### config.mk
export PLATFORM = sky130hd
export DESIGN_NAME = aapr_cordic_cell
export DESIGN_NICKNAME = d
export VERILOG_FILES = /design/src/sv/aapr_pkg.sv /design/src/sv/aapr_cordic_cell.sv
export SDC_FILE = /design/constraint.sdc
export NUM_CORES = 1
export LEC_CHECK = 0
export BUFFER_PORTS_ARGS = -buffer_cell sky130_fd_sc_hd__buf_2
export CAP_MARGIN = 0
export CORE_AREA = 2 2 194 196
export CTS_CLUSTER_DIAMETER = 30
export DETAILED_ROUTE_END_ITERATION = 7
export DIE_AREA = 0 0 196 198
export PLACE_DENSITY = 0.72
export SLEW_MARGIN = 20
export SYNTH_ARGS = -nofsm -noshare
export SYNTH_HDL_FRONTEND = slang
export SYNTH_SLANG_ARGS = --single-unit
### constraint.sdc
create_clock -name clk_i -period 2.33 [get_ports clk_i]
set_clock_uncertainty 0.2 [all_clocks]
set_input_delay 0.1165 -clock clk_i [delete_from_list [all_inputs] [get_ports clk_i]]
set_output_delay 0.1165 -clock clk_i [all_outputs]
set_load 0.02 [all_outputs]
### src/sv/aapr_pkg.sv
`timescale 1ns / 1ps
`default_nettype none
package aapr_pkg;

  localparam int unsigned AtanEntries = 24;
  localparam int unsigned TurnUnits = 23040;
  localparam int unsigned HalfTurnUnits = 11520;
  localparam int unsigned QuarterTurnUnits = 5760;
  localparam logic signed [27:0] RadScale = 28'sd74961321;
  localparam logic signed [33:0] InvGainQ30 = 34'sd652032874;
  localparam logic signed [33:0] OneQ30 = 34'sd1073741824;

  typedef struct packed {
    logic signed [31:0] point_x;
    logic signed [31:0] point_y;
    logic signed [31:0] point_z;
    logic signed [15:0] axis_x;
    logic signed [15:0] axis_y;
    logic signed [15:0] axis_z;
    logic signed [15:0] angle;
  } in_item_t;

  typedef struct packed {
    logic signed [31:0] rotated_x;
    logic signed [31:0] rotated_y;
    logic signed [31:0] rotated_z;
    logic               saturated;
  } out_item_t;

  // Data handed from one CORDIC cell to the next.
  typedef struct packed {
    logic signed [33:0] x;
    logic signed [33:0] y;
    logic signed [33:0] z;
    logic               flip;
    logic signed [31:0] px;
    logic signed [31:0] py;
    logic signed [31:0] pz;
    logic signed [15:0] vx;
    logic signed [15:0] vy;
    logic signed [15:0] vz;
  } cordic_t;

  function automatic logic signed [33:0] atan_q30(input logic [4:0] idx);
    logic signed [33:0] r;
    case (idx)
      5'd0: r = 34'sd843314856;
      5'd1: r = 34'sd497837829;
      5'd2: r = 34'sd263043836;
      5'd3: r = 34'sd133525158;
      5'd4: r = 34'sd67021686;
      5'd5: r = 34'sd33543515;
      5'd6: r = 34'sd16775850;
      5'd7: r = 34'sd8388437;
      5'd8: r = 34'sd4194282;
      5'd9: r = 34'sd2097149;
      5'd10: r = 34'sd1048575;
      5'd11: r = 34'sd524287;
      5'd12: r = 34'sd262143;
      5'd13: r = 34'sd131071;
      5'd14: r = 34'sd65535;
      5'd15: r = 34'sd32767;
      5'd16: r = 34'sd16383;
      5'd17: r = 34'sd8191;
      5'd18: r = 34'sd4095;
      5'd19: r = 34'sd2047;
      5'd20: r = 34'sd1023;
      5'd21: r = 34'sd511;
      5'd22: r = 34'sd255;
      5'd23: r = 34'sd127;
      default: r = 34'sd0;
    endcase
    return r;
  endfunction

endpackage
`default_nettype wire

### src/sv/aapr_cordic_cell.sv
`timescale 1ns / 1ps
`default_nettype none
// One CORDIC micro-rotation by atan(2^-Step), registered.
module aapr_cordic_cell #(
  parameter int unsigned Step = 0
) (
  input  wire                     clk_i,
  input  wire                     rst_ni,
  input  wire                     en_i,
  input  wire                     valid_i,
  input  wire aapr_pkg::cordic_t  data_i,
  output logic                    valid_o,
  output aapr_pkg::cordic_t       data_o
);
  import aapr_pkg::*;

  logic signed [33:0] dx, dy, at;
  cordic_t            data_d, data_q;
  logic               valid_q;

  assign dx = data_i.y >>> Step;
  assign dy = data_i.x >>> Step;
  assign at = atan_q30(5'(Step));

  always_comb begin
    data_d = data_i;
    if (!data_i.z[33]) begin
      data_d.x = data_i.x - dx;
      data_d.y = data_i.y + dy;
      data_d.z = data_i.z - at;
    end else begin
      data_d.x = data_i.x + dx;
      data_d.y = data_i.y - dy;
      data_d.z = data_i.z + at;
    end
  end

  always_ff @(posedge clk_i or negedge rst_ni) begin
    if (!rst_ni) begin
      valid_q <= 1'b0;
    end else if (en_i) begin
      valid_q <= valid_i;
    end
  end

  always_ff @(posedge clk_i) begin
    if (en_i) begin
      data_q <= data_d;
    end
  end

  assign valid_o = valid_q;
  assign data_o  = data_q;
endmodule
`default_nettype wire

==> metrics.yaml <==
cells_and_area:
  layout_common_cells: "buf_2 (485), buf_4 (394), edfxtp_1 (246)"
  area_delta_synth_final_pct: 74.7
  final-seq-area_sq_um: 7410
  fin_cells: 2993
  layout_commonest_cell: "buf_2"
  final_layout_size_suffix_gt1_share_pct: 46.5
  final_area_sq_um: 26100
  fill_cells: 2673
  nets: 2851
  multi_input_area_sq_um: 7820
route:
  wire_per_inst_microns: 22.6
  dr_total_vias: 16100
  drt_iter0_drc: 1340
  vias_per_cell: 5.38
  drt_first_pass_iters: 6
  wirelength_microns: 67600
  antenna_left: 0
  drcViolationCount: 0
global_route:
  antenna_found_initial: 4
  grt_max_degree: 80
  gr-usage-all-layers_pct: 33.0
  grt_pass1_wl_microns: 96900
  first_global_vias: 16300
  gr-total-overflow: 0
clocking:
  root_buffer: "clkbuf_16"
  cts_max_path_buffers: 3
  cts.sinks: 247
  cts_buffers: 57
  insertion_delay_ns: 0.57
  h-tree-depth: 2
  clkTransAtPathRegs_ns: 0.05
  cts_tree: "yes"
synthesis:
  ys_types: 79
  syn_area_per_cell_sq_um: 10.9
  synth_fp_nets: 1748
  synth_compound_area_share_pct: 18.6
  synthArstFlopShare_pct: 0.405
  synthSimpleGateAreaFrac_pct: 9.86
  synthCells: 1365
  ys_ff_latch: 247
  synth_edf_count: 246
  ys_top_cells_by_area: "edfxtp_1 (50%), ha_1 (11%), a21oi_1 (4.3%)"
  synth-xor-area-share_pct: 4.87
  synth_top_area_cell: "edfxtp_1"
  synth_top_area_share_pct: 49.5
  synth_top_flop_cell: "edfxtp_1"
  muxShareOfSynthArea_pct: 1.28
  yosysSeqAreaShare_pct: 49.7
  synth_fa_ha_area_share_pct: 11.3
  ys_warn_count: 0
  synth_top_family_by_area: "compound AO/OA/AOI/OAI gates"
  synth_area_sq_um: 14900
floorplanning:
  die_w_microns: 196
  initial_core_util_pct: 40.4
  coreArea_sq_um: 37000
  io-pin-count: 499
  dieArea_sq_um: 38800
  rows: 71
  die_h_microns: 198
status:
  status: "finished with violations"
  violations: "negative setup slack"
placed_design:
  port-buffer-count: 498
  place_hpwl_microns: 50300
  dp_cells: 2678
  place.gp.congestion: 1.02
  dpl_cell_area_sq_um: 21100
  place_ws_ns: -0.906
timing:
  setup_violations: 12
  max_freq_mhz: 413
  relSlewSlack_pct: 53.5
  drv_slew: 0
  tightest_slew_ns: 0.698
  final.setup.worst_slack_ns: -0.0912
  period_share_pct: 104
  post-route-min-period_ns: 2.42
  hold_viol: 0
  rsz0062_at_grt: "true"
worst_setup_path:
  worstPathArrival_ns: 2.59
  critical_path_class: "in -> reg"
  worstSetupEndpointType: "register"
  cp-start-kind: "input pin"
  reg2reg_slack_ns: 1.34
  cp.required_ns: 2.50
  cp_max_fo: 3
hold_path:
  min_path_type: "in -> reg"
power:
  p_leak_nw: 11.7
  ir_worst_vdd_mv: 0.531
  power_density_nw_per_um2: 762
job:
  max_cap_violations: 0
path summary, 6_finish.rpt:
check,from,end,cells past startpoint
worst max-delay path,data_i[179],data_o[237]$_DFFE_PP_,11
max in group asynchronous,rst_ni,valid_o$_DFFE_PN0P_,3
min in group asynchronous,rst_ni,valid_o$_DFFE_PN0P_,3
worst min-delay path,data_i[180],data_o[214]$_DFFE_PP_,4
worst min register to register,valid_o$_DFFE_PN0P_,valid_o$_DFFE_PN0P_,1
worst max register to register,valid_o$_DFFE_PN0P_,valid_o$_DFFE_PN0P_,1
per-stage QoR:
step / total power, W / TNS (ns) / hold WS, ns / utilization [%]
6_report: 0.0199 / -0.459 / 0.0202 / 70.5
5_1_grt: 0.0205 / -1.55 / 0.0135 / 70.5
4_1_cts: 0.0196 / -0.147 / 0.00199 / 68.6
3_5_place_dp: 0.0105 / -38.84 / -0.308 / 57.0
3_3_place_gp: 0.0105 / -36.11 / -0.309 / 57.0
2_1_floorplan: 0.00815 / -10.60 / -0.379 / -
worst max-delay path: stages:
cell      delay (ns)
buf_8           0.11
ha_4            0.16
fa_2            0.41
nor2b_4         0.17
o21ai_4         0.18
a311oi_4        0.16
o211ai_1        0.40
nand3_1         0.20
a31oi_2         0.24
mux2i_1         0.11
xnor2_1         0.33
where the power goes:
| group | total [W] | switching (W) | internal [W] |
|---|---|---|---|
| Sequential | 0.00575 | 0.000206 | 0.00555 |
| Combinational | 0.00541 | 0.00304 | 0.00238 |
| Clock | 0.00868 | 0.00277 | 0.00592 |
layer usage:
metal / wire, microns / global-route usage [%] / up-vias
li1: - / - / 7301
met3: 5540 / 7.19 / 202
met2: 31500 / 54.0 / 902
met1: 26900 / 41.5 / 7694
met5: 17 / 0 / -
met4: 3590 / 16.7 / 2
repair_timing:
| item | in CTS | in global routing |
|---|---|---|
| hold endpoints to repair | 241 | 2 |
| endpoints found under the setup margin | 33 | 47 |
| gates resized for setup | 42 | 135 |
| pin swaps | 34 | 50 |
| hold buffers | 188 | 4 |
| setup buffers | 9 | 6 |
cell families (layout without fill, tap and decap cells):
| family | after synthesis | count (layout) |
|---|---|---|
| compound gates | 417 | 417 |
| simple gates | 300 | 300 |
| flops | 247 | 247 |
| buf+inv | 167 | 1318 |
| fa+ha+maj | 132 | 132 |
| xor+xnor | 83 | 83 |
| mux | 19 | 19 |
| other cells | 0 | 3 |
cell type report:
type	instances	share of cell area, %
Sequential cell	247	28.4
Inverter	115	1.83
Clock inverter	44	2.40
Tap cell	474	2.28
Clock buffer	63	5.64
Multi-Input combinational cell	951	30.0
Antenna cell	3	0.0288
Timing Repair Buffer	1096	29.4
synth_stat cells, drive strengths merged, types with 19 or more instances:
cell	count
a21oi	128
edfxtp	246
clkbuf	23
ha	128
inv	113
nor2	99
a211oi	24
o21ai	73
nand3	25
o21a	19
nand2	56
nor3	22
buf	29
o21bai	19
a21o	38
xnor2	68
sequential cells by signal, summed over array words and instances, names as in the netlist:
register,flops
data_o,246
valid_o,1
(Power assumes the default switching activity.)
